===== src/design/trap_pkg.sv =====
// Shared types, constants and helpers for the typed register access parser.
package trap_pkg;

  localparam int BANK_DEPTH = 256;
  localparam int IDX_W      = (BANK_DEPTH > 1) ? $clog2(BANK_DEPTH) : 1;
  localparam int Q_DEPTH    = 4;
  localparam int Q_PTR_W    = $clog2(Q_DEPTH);
  localparam int Q_CNT_W    = Q_PTR_W + 1;

  localparam logic [7:0] MODE_READ  = 8'd0;
  localparam logic [7:0] MODE_WRITE = 8'd1;

  typedef struct packed {
    logic [7:0] payload_byte;
    logic [7:0] access_mode;
    logic       end_of_message;
  } req_t;

  typedef struct packed {
    logic [7:0] answer_byte;
    logic       answer_last;
  } ans_t;

  typedef enum logic [1:0] {
    OP_ECHO  = 2'd0,
    OP_READ  = 2'd1,
    OP_WRITE = 2'd2
  } op_kind_t;

  // One classified beat handed from the parser to the register side.
  typedef struct packed {
    op_kind_t         kind;
    logic [7:0]       data;
    logic [IDX_W-1:0] addr;
    logic [1:0]       lane;
    logic             hit;
    logic             last;
  } op_t;

  function automatic logic [2:0] value_len(input logic [7:0] t);
    logic [2:0] n;
    begin
      case (t)
        8'd1, 8'd2:       n = 3'd1;
        8'd3, 8'd4:       n = 3'd2;
        8'd5, 8'd6, 8'd7: n = 3'd4;
        default:          n = 3'd0;
      endcase
      return n;
    end
  endfunction

endpackage


===== src/design/trap_opq.sv =====
// Short queue of classified beats between the parser and the register side.
module trap_opq
  import trap_pkg::*;
(
  input  logic clk,
  input  logic rst,
  input  logic push,
  input  op_t  wr_op,
  input  logic pop,
  output op_t  rd_op,
  output logic full,
  output logic empty
);

  op_t                slots [Q_DEPTH];
  logic [Q_PTR_W-1:0] wptr, rptr;
  logic [Q_CNT_W-1:0] count;
  logic               do_push, do_pop;

  assign full    = count == Q_CNT_W'(Q_DEPTH);
  assign empty   = count == '0;
  assign do_push = push && !full;
  assign do_pop  = pop && !empty;
  assign rd_op   = slots[rptr];

  always_ff @(posedge clk) begin
    if (do_push) slots[wptr] <= wr_op;
  end

  always_ff @(posedge clk) begin
    if (rst) begin
      wptr  <= '0;
      rptr  <= '0;
      count <= '0;
    end else begin
      if (do_push) wptr <= wptr + 1'b1;
      if (do_pop)  rptr <= rptr + 1'b1;
      count <= count + Q_CNT_W'(do_push) - Q_CNT_W'(do_pop);
    end
  end

endmodule


===== config.mk =====
export PLATFORM = sky130hd
export DESIGN_NAME = trap_opq
export DESIGN_NICKNAME = d
export VERILOG_FILES = /design/src/design/trap_pkg.sv /design/src/design/trap_opq.sv
export SDC_FILE = /design/constraint.sdc
export NUM_CORES = 1
export LEC_CHECK = 0
export ABC_AREA = 1
export ABC_CLOCK_PERIOD_IN_PS = 2300
export BUFFER_PORTS_ARGS = -buffer_cell sky130_fd_sc_hd__buf_4
export CORE_ASPECT_RATIO = 0.7
export CORE_UTILIZATION = 50
export DETAILED_ROUTE_END_ITERATION = 7
export PLACE_DENSITY_LB_ADDON = 0.08
export SLEW_MARGIN = 40
export SYNTH_ARGS = -nofsm -noshare
export SYNTH_HDL_FRONTEND = slang
export SYNTH_SLANG_ARGS = --single-unit

===== constraint.sdc =====
create_clock -name clk -period 2.3 [get_ports clk]
set_input_delay 0.23 -clock clk [delete_from_list [all_inputs] [get_ports clk]]
set_output_delay 0.23 -clock clk [all_outputs]
set_load 0.005 [all_outputs]

==> impl_metrics.tcl <==
set metrics [dict create \
    hold_class "input port to flip-flop" \
    antennaDiodeCount 0 \
    place_inst 423 \
    viasPerCell 5.137 \
    cts_tree "built" \
    clock_path_buffers 2 \
    slew_headroom_pct 61.51 \
    yosys_warnings 0 \
    ant_nets 0 \
    rsz0062_at_grt "false" \
    fill_cells 583 \
    power_density_mw_per_mm2 1043 \
    drt-total-wl_mm 6.650 \
    cts.sinks 97 \
    io_buffers 49 \
    synth_fp_nets 315 \
    path_cells "inv_2, o21ai_0, o22ai_1, buf_4" \
    fin_skew_ns 0.01019 \
    antenna_found_initial 0 \
    max_stage_delay_ns 0.69 \
    cp-start-kind "flip-flop" \
    final_area_mm2 0.004473 \
    worst_pin_slew_ns 0.5766 \
    post-route-util_pct 61.11 \
    die_w_um 105.9 \
    fmax_mhz 491.9 \
    synthCells 282 \
    place_hpwl_mm 4.070 \
    areaGrowthSynthToFinish_pct 18.34 \
    crit_buf_inv 2 \
    cts_made_buffers 9 \
    finalPower_mw 4.666 \
    die_height_um 74.75 \
    finalSetupTns_ns 0 \
    place_congestion 0.8392 \
    firstDrtPassIters 4 \
    io_pins 50 \
    clock_latency_ns 0.36 \
    max_cap_violations 0 \
    avgSynthCellArea_um2 13.40 \
    syn_area_mm2 0.003780 \
    final_nets 369 \
    endpoint_kind "output port" \
    final.period_utilization_pct 88.40 \
    yosysSeqAreaShare_pct 74.68 \
    setup_viol 0 \
    cp_max_fo 22 \
    status "completed" \
    min_period_ns 2.033 \
    final_max_slew_viol_count 0 \
    htreeDepth 3 \
    track_usage_pct 17.77 \
    post_dp_cell_area_mm2 0.004245 \
    post_cts_buffers 0 \
    path_clk_slew_ns 0.08 \
    grt_pass1_vias 2060 \
    crit_family "flip-flops" \
    leakagePower_nw 1.655 \
    ir_drop_v 0.0006458 \
    worst_ep_arrival_time_ns 1.80 \
    initial_core_util_pct 51.64 \
    ys_ff_latch 97 \
    post-route-drc-count 0 \
    grt_start_max_net_pins 45 \
    num_rows 26 \
    hold_viol 0 \
    path_class "flip-flop to output port" \
    num_vias 2255 \
    grt_pass1_wl_mm 10.34 \
    coreArea_mm2 0.007320 \
    hold_buffers 0 \
    overflow 0 \
    ys_types 17 \
    cts_root_buf "clkbuf_8" \
    drive_above_1_share_pct 22.87 \
    final_cells 439 \
    cp.required_ns 2.07 \
    worst_path_max_delay_cell "dfxtp_1" \
    drtIter0Drc 114 \
    cts_resized 0 \
    wl_per_cell_um 15.15 \
    die_area_mm2 0.007917 \
]
==> power breakdown <==
group / total, mW / switching [mW] / leakage [nW] / internal [mW]
Sequential: 2.27 / 0.114 / 0.880 / 2.15
Combinational: 1.18 / 0.655 / 0.661 / 0.529
Clock: 1.22 / 0.566 / 0.114 / 0.650
==> cell usage in the layout (no fill, tap or decap), types with 2 or more instances in the layout <==
master and instances:
a21oi_1 5, nand2_1 12, buf_12 2, o21ai_0 26, nand3_1 4, o22ai_1 22, clkinv_4 2, o21ai_1 18
nor2_2 4, dfxtp_1 8, nor2_1 54, ha_1 6, inv_1 18, edfxtp_1 88, buf_4 54, bufinv_16 2
clkbuf_8 10
==> synthesized netlist by cell type, drive strengths merged <==
library cell,instances,area [um^2]
a21oi,5,25.02
buf,13,113.9
dfxtp,9,180.2
edfxtp,88,2643
fa,1,20.02
ha,6,75.07
inv,20,82.57
nand2,12,45.04
nand3,4,20.02
nor2,58,217.7
o21ai,44,220.2
o22ai,22,137.6
==> registers in the layout, summed over array words and instances (netlist names), named ones only <==
signal and count:
count 3, rptr 2, slots 88, wptr 2
==> cell type report <==
class                           instances  area [um^2]  area share [%]
Clock buffer                           11        141.4           3.161
Clock inverter                          5        86.33           1.930
Inverter                               20        82.58           1.846
Multi-Input combinational cell        152        770.7           17.23
Sequential cell                        97         2824           63.13
Tap cell                               98        122.6           2.741
Timing Repair Buffer                   56        445.4           9.958
==> path summary, 6_finish.rpt <==
| check | startpoint | endpoint | slack (ns) | depth (start not counted) |
|---|---|---|---|---|
| hold reg to reg | rptr[0] | flip-flop | 0.48 | 2 |
| setup / recovery | flip-flop | rd_op[17] | 0.27 | 4 |
| hold / removal | rst | count[0] | 0.04 | 2 |
| setup reg to reg | count[1] | count[2] | 0.28 | 9 |
==> through the flow <==
step	setup slack [ns]	hold slack (ns)
floorplan	0.3017	0.3012
global route	0.08827	0.03686
global placement	0.3816	0.4105
finish	0.2669	0.04399
CTS	0.2053	0.02883
detailed placement	0.3024	0.4140
==> per-layer routing <==
metal  routed length [um]  track usage [%]
met1                 3168            23.72
met4                   30            5.401
met5                    0                0
met3                  317            5.887
met2                 3133            28.32
==> logic make-up (layout without fill, tap and decap cells) <==
family / after synthesis / after routing / share of synthesized area (%)
compound gates: 71 / 71 / 10.13
fa+ha+maj: 7 / 7 / 2.516
simple gates: 74 / 74 / 7.481
buf+inv: 33 / 92 / 5.197
flops: 97 / 97 / 74.68
Power figures use the tool's default switching activity.
