--- config.mk ---
export PLATFORM = sky130hd
export DESIGN_NAME = trap_front
export DESIGN_NICKNAME = d
export VERILOG_FILES = /design/src/design/trap_pkg.sv /design/src/design/trap_front.sv
export SDC_FILE = /design/constraint.sdc
export NUM_CORES = 1
export LEC_CHECK = 0
export BUFFER_PORTS_ARGS = -buffer_cell sky130_fd_sc_hd__buf_2
export CAP_MARGIN = 20
export CELL_PAD_IN_SITES_DETAIL_PLACEMENT = 0
export CELL_PAD_IN_SITES_GLOBAL_PLACEMENT = 1
export CORE_MARGIN = 10
export CORE_UTILIZATION = 42
export CTS_CLUSTER_DIAMETER = 40
export CTS_CLUSTER_SIZE = 14
export DETAILED_ROUTE_END_ITERATION = 8
export PLACE_DENSITY_LB_ADDON = 0.12
export REMOVE_ABC_BUFFERS = 1
export SYNTH_ARGS = -nofsm -noshare
export SYNTH_HDL_FRONTEND = slang
export SYNTH_SLANG_ARGS = --single-unit
--- constraint.sdc ---
create_clock -name clk -period 3.1 [get_ports clk]
set_input_delay 0.465 -clock clk [delete_from_list [all_inputs] [get_ports clk]]
set_output_delay 0.465 -clock clk [all_outputs]
set_load 0.02 [all_outputs]
--- src/design/trap_pkg.sv ---
// Shared types, constants and helpers for the typed register access parser.
package trap_pkg;

  localparam int BANK_DEPTH = 256;
  localparam int IDX_W      = (BANK_DEPTH > 1) ? $clog2(BANK_DEPTH) : 1;
  localparam int Q_DEPTH    = 4;
  localparam int Q_PTR_W    = $clog2(Q_DEPTH);
  localparam int Q_CNT_W    = Q_PTR_W + 1;

  localparam logic [7:0] MODE_READ  = 8'd0;
  localparam logic [7:0] MODE_WRITE = 8'd1;

  typedef struct packed {
    logic [7:0] payload_byte;
    logic [7:0] access_mode;
    logic       end_of_message;
  } req_t;

  typedef struct packed {
    logic [7:0] answer_byte;
    logic       answer_last;
  } ans_t;

  typedef enum logic [1:0] {
    OP_ECHO  = 2'd0,
    OP_READ  = 2'd1,
    OP_WRITE = 2'd2
  } op_kind_t;

  // One classified beat handed from the parser to the register side.
  typedef struct packed {
    op_kind_t         kind;
    logic [7:0]       data;
    logic [IDX_W-1:0] addr;
    logic [1:0]       lane;
    logic             hit;
    logic             last;
  } op_t;

  function automatic logic [2:0] value_len(input logic [7:0] t);
    logic [2:0] n;
    begin
      case (t)
        8'd1, 8'd2:       n = 3'd1;
        8'd3, 8'd4:       n = 3'd2;
        8'd5, 8'd6, 8'd7: n = 3'd4;
        default:          n = 3'd0;
      endcase
      return n;
    end
  endfunction

endpackage

--- src/design/trap_front.sv ---
// Parser front end: tracks entry framing and classifies each accepted byte.
module trap_front
  import trap_pkg::*;
(
  input  logic clk,
  input  logic rst,
  input  logic take,
  input  req_t request,
  output logic op_push,
  output op_t  op
);

  typedef enum logic [3:0] {
    PH_TYPE   = 4'b0001,
    PH_IDX_LO = 4'b0010,
    PH_IDX_HI = 4'b0100,
    PH_VALUE  = 4'b1000
  } phase_t;

  phase_t      phase, phase_next;
  logic [7:0]  entry_type, entry_type_next;
  logic [15:0] entry_index, entry_index_next;
  logic [2:0]  left, left_next;
  logic [1:0]  pos, pos_next;
  logic [2:0]  n;
  logic        hit;
  logic        is_read, is_write;

  assign hit      = {1'b0, entry_index} < 17'(BANK_DEPTH);
  assign is_read  = request.access_mode == MODE_READ;
  assign is_write = request.access_mode == MODE_WRITE;
  assign n        = value_len(entry_type);

  always_comb begin
    phase_next       = phase;
    entry_type_next  = entry_type;
    entry_index_next = entry_index;
    left_next        = left;
    pos_next         = pos;
    case (phase)
      PH_TYPE: begin
        entry_type_next = request.payload_byte;
        phase_next      = PH_IDX_LO;
      end
      PH_IDX_LO: begin
        entry_index_next = {entry_index[15:8], request.payload_byte};
        phase_next       = PH_IDX_HI;
      end
      PH_IDX_HI: begin
        entry_index_next = {request.payload_byte, entry_index[7:0]};
        left_next        = n;
        pos_next         = 2'd0;
        phase_next       = (n != 3'd0) ? PH_VALUE : PH_TYPE;
      end
      default: begin
        if (left != 3'd0) left_next = left - 3'd1;
        pos_next = pos + 2'd1;
        if (left_next == 3'd0) phase_next = PH_TYPE;
      end
    endcase
    if (request.end_of_message) begin
      phase_next = PH_TYPE;
      left_next  = 3'd0;
      pos_next   = 2'd0;
    end
  end

  always_comb begin
    op.data = request.payload_byte;
    op.addr = entry_index[IDX_W-1:0];
    op.lane = pos;
    op.hit  = hit;
    op.last = request.end_of_message;
    if (phase == PH_VALUE) begin
      op.kind = is_read ? OP_READ : OP_WRITE;
      op_push = take && (is_read || (is_write && hit));
    end else begin
      op.kind = OP_ECHO;
      op_push = take && is_read;
    end
  end

  always_ff @(posedge clk) begin
    if (rst) begin
      phase       <= PH_TYPE;
      entry_type  <= 8'd0;
      entry_index <= 16'd0;
      left        <= 3'd0;
      pos         <= 2'd0;
    end else if (take) begin
      phase       <= phase_next;
      entry_type  <= entry_type_next;
      entry_index <= entry_index_next;
      left        <= left_next;
      pos         <= pos_next;
    end
  end

endmodule

==> results_dict.tcl <==
set metrics [dict create \
    status "complete, no violations" \
    wirelength_mm 4.07 \
    hold_buffers 0 \
    num_rows 23 \
    worstMarginPinSlew_ns 0.777 \
    via_per_inst 5.38 \
    worstSetupPathType "in -> out" \
    vdd_drop_max_uv 284 \
    synth_fa_ha_area_frac 0.0143 \
    yosysMostFrequentCell "dfxtp_1" \
    synth_cell_types 44 \
    p_sw_w 0.000239 \
    grt.total_usage 0.113 \
    syn_inst 198 \
    die_h_um 84.6 \
    synth_top_family_by_area "simple AND/OR/NAND/NOR gates" \
    synth_top_area_cell "dfxtp_1" \
    clkSinkCount 33 \
    routabilityCongestion 0.803 \
    power_switching_share 0.274 \
    hold_class "reg -> reg" \
    clk_latency_ns 0.28 \
    clk_pin_slew_ns 0.07 \
    synth_edf_count 0 \
    cts_tree "yes" \
    rsz0062_at_grt "no" \
    dieArea_um2 7160 \
    start_util 0.435 \
    synth_area_leaders "dfxtp_1 (38%), mux2i_1 (10%), buf_4 (8.1%), nor2_1 (5.1%), a21oi_1 (3.4%)" \
    hold_violations 0 \
    p_seq_frac 0.511 \
    core_um2 4030 \
    p_per_area_nw_per_um2 454 \
    crit_required_ns 2.63 \
    grt_pass1_vias 1429 \
    clockBufferDepth 2 \
    overflow 0 \
    vias 1448 \
    drive_above_1_share 0.256 \
    fin_skew_ns 0.00383 \
    ys_ff_latch 33 \
    syn_area_um2 1750 \
    ys.flop_type "dfxtp_1" \
    finalSetupViolations 0 \
    fin_util 0.477 \
    cts_resized 0 \
    whs_ns 0.455 \
    dieWidth_um 84.6 \
    grt_pass1_wl_mm 6.76 \
    ant_nets 0 \
    postCtsSetupBuffers 0 \
    power_frac_clock 0.377 \
    worstSetupStartpointType "input port" \
    ys_warn_count 0 \
    synthSimpleGateAreaFrac 0.257 \
    drtIter0Drc 85 \
    fin_tns_setup_ns 0 \
    max-slew-margin-rel 0.480 \
    cap_violations 0 \
    critPathCaptureType "output pin" \
    cts_root_buf "clkbuf_8" \
    cts_max_level 2 \
    leakagePower_nw 0.819 \
    max_freq_ghz 0.424 \
    seq_area_frac_synth 0.377 \
    startpoint "request[6]" \
    drc_errors 0 \
    holdCritStartpoint "entry_index[12]" \
    synth.mux.area_fraction 0.103 \
    hpwl_mm 2.95 \
    first_pass_iters 4 \
    antenna_found_initial 0 \
    comb_power_share 0.112 \
    slew_viol_final 0 \
    post-route-period-util 0.760 \
    grt_start_max_net_pins 38 \
    arrival_ns 1.89 \
    areaGrowthSynthToFinish_pct 9.56 \
    synthXorXnorAreaFrac 0.0150 \
    synth_compound_area_frac 0.113 \
    yosys-top-cells-count "dfxtp_1 (33), nor2_1 (24), buf_4 (19)" \
    wire_per_inst_um 15.1 \
    syn_avg_cell_area_um2 8.86 \
    period_needed_ns 2.36 \
    layout.nets 240 \
    r2r-start "phase[3]" \
    cts_made_buffers 5 \
    diodes 0 \
    synth_top_area_share 0.377 \
    p_int_w 0.000633 \
    io_pins 43 \
    synthArstFlopShare 0 \
    io_buffers 42 \
    critPathMaxFanout 3 \
]
==> layout by cell type, fill, tap and decap left out, drive strengths merged, types with 3 or more instances in the layout <==
cell	netlist	routed
buf	22	43
dfxtp	33	33
nor2	24	24
mux2i	18	18
nand2	12	12
a21oi	12	12
nand3	8	8
or4	7	7
nand3b	5	5
nand2b	5	5
clkbuf	8	5
nor3	4	4
o21ai	4	4
or3	3	3
clkinvlp	0	3
o31a	3	3
nor4b	3	3
==> sequential cells by signal, summed over array words and instances, names as in the netlist <==
register and flops:
entry_type 8, pos 2, left 3, phase 4
entry_index 16
==> routing by layer <==
layer,track usage,wire length (um),share of wire,up-vias
li1,-,-,-,728
met1,0.134,1850,0.45,670
met2,0.176,1910,0.47,48
met3,0.0502,297,0.073,2
met4,0.0374,15,0.0037,0
met5,0,0,0,-
==> worst max-delay path: stages <==
cell,delay [ns]
buf_2,0.09
or4_1,0.50
or4_1,0.45
nor3b_1,0.19
buf_2,0.19
==> cell type report <==
class | count | area (um2)
clock buffer | 5 | 68.8
clock inverter | 3 | 22.5
fill | 414 | 2110
inverter | 2 | 7.51
multi-input combinational | 133 | 882
sequential | 33 | 661
tap | 50 | 62.6
timing repair buffer | 43 | 218
==> per-stage QoR <==
step / worst slack, ns / instance area, um2 / power, W / instances
floorplan: 0.690 / 1550 / 0.000499 / 168
global placement: 0.769 / 1830 / 0.000553 / 261
detailed placement: 0.741 / 1830 / 0.000554 / 261
CTS: 0.740 / 1920 / 0.000885 / 269
global route: 0.662 / 1920 / 0.000916 / 269
finish: 0.744 / 1920 / 0.000872 / 269
==> power by group through the flow <==
stage,clock [W],combinational [W],sequential (W)
floorplan,0,0.0000441,0.000455
global placement,0,0.0000974,0.000455
detailed placement,0,0.0000984,0.000456
CTS,0.000340,0.0000987,0.000446
global route,0.000361,0.000107,0.000448
finish,0.000328,0.0000977,0.000446
==> logic make-up after synthesis <==
logic type | Yosys count
mux | 18
buf+inv | 32
xor+xnor | 3
compound gates | 30
flops | 33
fa+ha+maj | 2
simple gates | 80
==> path summary, 6_finish.rpt <==
| check | to | cells after the start | slack (ns) |
|---|---|---|---|
| worst max-delay path | op_push | 5 | 0.74 |
| worst min register to register | entry_index[12] | 2 | 0.45 |
| worst min-delay path | entry_index[12] | 2 | 0.45 |
| worst max register to register | phase[3] | 4 | 0.92 |
Power figures use the tool's default switching activity.
